**config.mk**
```make
export PLATFORM = sky130hd
export DESIGN_NAME = bsqb_ram
export DESIGN_NICKNAME = d
export VERILOG_FILES = /design/src/bsqb_ram.sv
export SDC_FILE = /design/constraint.sdc
export NUM_CORES = 1
export LEC_CHECK = 0
export BUFFER_PORTS_ARGS = -buffer_cell sky130_fd_sc_hd__buf_2
export CAP_MARGIN = 20
export CORE_ASPECT_RATIO = 1.4
export CORE_MARGIN = 8
export CORE_UTILIZATION = 45
export DETAILED_ROUTE_END_ITERATION = 7
export GPL_ROUTABILITY_DRIVEN = 0
export PLACE_DENSITY = 0.64
export SETUP_SLACK_MARGIN = 0.5
export SYNTH_ARGS = -nofsm -noshare
export SYNTH_HDL_FRONTEND = slang
export SYNTH_SLANG_ARGS = --single-unit
```
**constraint.sdc**
```tcl
create_clock -name clk -period 2.6 [get_ports clk]
set_input_delay 0.13 -clock clk [delete_from_list [all_inputs] [get_ports clk]]
set_output_delay 0.13 -clock clk [all_outputs]
set_load 0.01 [all_outputs]
```
**src/bsqb_ram.sv**
```systemverilog
// Generic single-write, single-read RAM with registered read data.
`default_nettype none
module bsqb_ram #(
  parameter int DEPTH = 16,
  parameter int WIDTH = 8,
  parameter int AW    = (DEPTH > 1) ? $clog2(DEPTH) : 1
) (
  input  wire logic             clk,
  input  wire logic             we,
  input  wire logic [AW-1:0]    waddr,
  input  wire logic [WIDTH-1:0] wdata,
  input  wire logic             re,
  input  wire logic [AW-1:0]    raddr,
  output logic      [WIDTH-1:0] rdata
);

  logic [WIDTH-1:0] mem [DEPTH];

  always_ff @(posedge clk) begin
    if (we) begin
      mem[waddr] <= wdata;
    end
  end

  always_ff @(posedge clk) begin
    if (re) begin
      rdata <= mem[raddr];
    end
  end

endmodule
`default_nettype wire

```
==> results.sh <==
export IMPL_status="finished clean"
export IMPL_crit_slowest_cell="mux4_1"
export IMPL_ys_ff_latch=136
export IMPL_avgSynthCellArea_sq_um=22.8
export IMPL_netlist_area_sq_um=5230
export IMPL_clk_path_buf_depth=2
export IMPL_dp_slack_ps=588
export IMPL_num_rows=46
export IMPL_max_stage_delay_ps=580
export IMPL_setup_violations=0
export IMPL_grt_pass1_wl_mm=15.7
export IMPL_cts_tree="done"
export IMPL_cts_buffers=17
export IMPL_finalWorstSetupSlack_ps=1020
export IMPL_path_class="in2reg"
export IMPL_synthTopCellsByArea="edfxtp_1 78%, mux4_2 7.8%, mux4_1 7.0%, a22oi_1 2.3%, nor2_1 0.93%"
export IMPL_slew_headroom_pct=35.1
export IMPL_via_per_inst=5.62
export IMPL_fin_crit_ps=1580
export IMPL_wl_mm=10.2
export IMPL_worstSkewPairLatency_ps=420
export IMPL_synth_top_cell_area_share_pct=78.1
export IMPL_end_kind="flop"
export IMPL_fill_cells=847
export IMPL_clock_sinks=136
export IMPL_ir_worst_vdd_uv=579
export IMPL_h_tree_depth=4
export IMPL_slew_viol_final=0
export IMPL_ys_seq_area_share_pct=78.1
export IMPL_drc=0
export IMPL_first_iter_violations=226
export IMPL_timing_final_crit_share_pct=60.6
export IMPL_grt_pass1_vias=2687
export IMPL_tns_ps=0
export IMPL_rsz0062_at_grt="no"
export IMPL_synth_edff_count=136
export IMPL_drive_gt1_share_pct=31.2
export IMPL_fin_util_pct=54.9
export IMPL_synthFlopType="edfxtp_1"
export IMPL_cts_clk_slew_worst_paths_ps=60
export IMPL_die_area_sq_um=15400
export IMPL_final_nets=301
export IMPL_clock_skew_ps=3.93
export IMPL_crit_path_start_kind="input pin"
export IMPL_pin_count=27
export IMPL_cts_setup_buffers=0
export IMPL_critPathRequiredTime_ps=2770
export IMPL_p_leak_uw=0.00211
export IMPL_p_per_area_nw_per_um2=844
export IMPL_hp_class="in2reg"
export IMPL_cp_data_arrival_time_ps=1740
export IMPL_netlist_instances=229
export IMPL_dieHeight_microns=144
export IMPL_first_pass_iters=4
export IMPL_diodes=0
export IMPL_vias=2466
export IMPL_overflow=0
export IMPL_cp_max_fo=18
export IMPL_synth_common_cells="136 x edfxtp_1, 18 x mux4_2, 16 x a22oi_1, 14 x mux4_1, 13 x nor2_1"
export IMPL_core_area_sq_um=11300
export IMPL_finalHoldViolations=0
export IMPL_yosysMostFrequentCell="edfxtp_1"
export IMPL_die_x_microns=107
export IMPL_syn_nets=248
export IMPL_root_buffer="clkbuf_16"
export IMPL_area_delta_synth_final_pct=19.0
export IMPL_io_buffer_count=26
export IMPL_synthArstFlopShare_pct=0
export IMPL_antenna_found_initial=0
export IMPL_fmax_mhz=635
export IMPL_crit_chain="buf_2, buf_4, mux4_1, a22oi_1, nand2_1"
export IMPL_worst_pin_slew_ps=969
export IMPL_grt_usage_pct=14.3
export IMPL_multi_input_area_sq_um=1060
export IMPL_post_cts_resized=0
export IMPL_wl_per_cell_microns=23.2
export IMPL_place_hpwl_mm=6.60
export IMPL_synth_cell_type_count=18
export IMPL_yosys_warnings=0
export IMPL_cts_hold_buf=0
export IMPL_grt_max_degree=20
export IMPL_antenna_left=0
export IMPL_drv_cap=0
export IMPL_yosysTopAreaCell="edfxtp_1"
export IMPL_ff_latch_area_sq_um=4080
export IMPL_initial_core_util_pct=46.1
[placed cells by master, fill, tap and decap left out, drive strengths merged]
master	Yosys	routed
edfxtp	136	136
clkbuf	0	18
nor2b	1	1
nand2	9	9
or3b	1	1
buf	7	44
clkinvlp	0	3
nand2b	2	2
nor2	13	13
nand3b	2	2
inv	0	1
and2b	1	1
a22oi	16	16
bufinv	0	5
clkinv	0	5
mux4	32	32
nand3	1	1
nor3	4	4
and2	1	1
[critical path: cells and delay by family]
family,cells,cell delay [ps]
simple gates,1,70
mux,1,580
buf+inv,2,750
compound gates,1,210
[where the power goes]
part / leakage [uW] / total (uW) / internal, uW / switching, uW
Combinational: 0.000568 / 223 / 92.6 / 130
Clock: 0.000301 / 2540 / 1690 / 856
Sequential: 0.00124 / 2480 / 2470 / 11.6
[cell type report]
| class | count | share of cell area (%) |
|---|---|---|
| sequential | 136 | 65.7 |
| clock inverter | 14 | 3.28 |
| tap | 144 | 2.90 |
| clock buffer | 18 | 6.90 |
| multi-input combinational | 83 | 17.0 |
| timing repair buffer | 44 | 4.26 |
[through the flow]
step	hold WS [ps]	cell area [sq um]	power [uW]	instances
final	81.1	6220	5250	439
after global routing	77.1	6220	5390	439
after CTS	68.3	6220	5290	439
after detailed placement	509	5590	2750	407
after global placement	505	5590	2750	407
after floorplan	229	5230	2660	229
[cells by family after synthesis]
logic type             count (synthesis)  share of synthesized area (%)
and+or+nand+nor                       35                           3.14
AOI/OAI and AO/OA                     16                           2.30
DFF                                  136                           78.1
muxes                                 32                           14.8
buffers and inverters                 10                           1.65
[sequential cells by signal, indices dropped and copies added, names as in the netlist]
signal / cells
mem: 128
rdata: 8
[per-layer routing]
metal / global-route usage (%) / vias to the layer above / wire length, microns
met3: 3.81 / 16 / 601
met1: 16.8 / 1274 / 4070
met5: 0 / - / 0
li1: - / 1088 / -
met2: 24.0 / 88 / 5310
met4: 6.77 / 0 / 197
[path summary, 6_finish.rpt]
| kind | start | endpoint | slack [ps] | cells past startpoint |
|---|---|---|---|---|
| worst max register to register | mem[1][4] | rdata[4] | 1040 | 3 |
| worst max-delay path | raddr[0] | rdata[2] | 1020 | 5 |
| worst min-delay path | re | rdata[4] | 80 | 1 |
| worst min register to register | mem[14][4] | rdata[4] | 740 | 3 |
No activity file was read; power rests on OpenSTA's default activity.
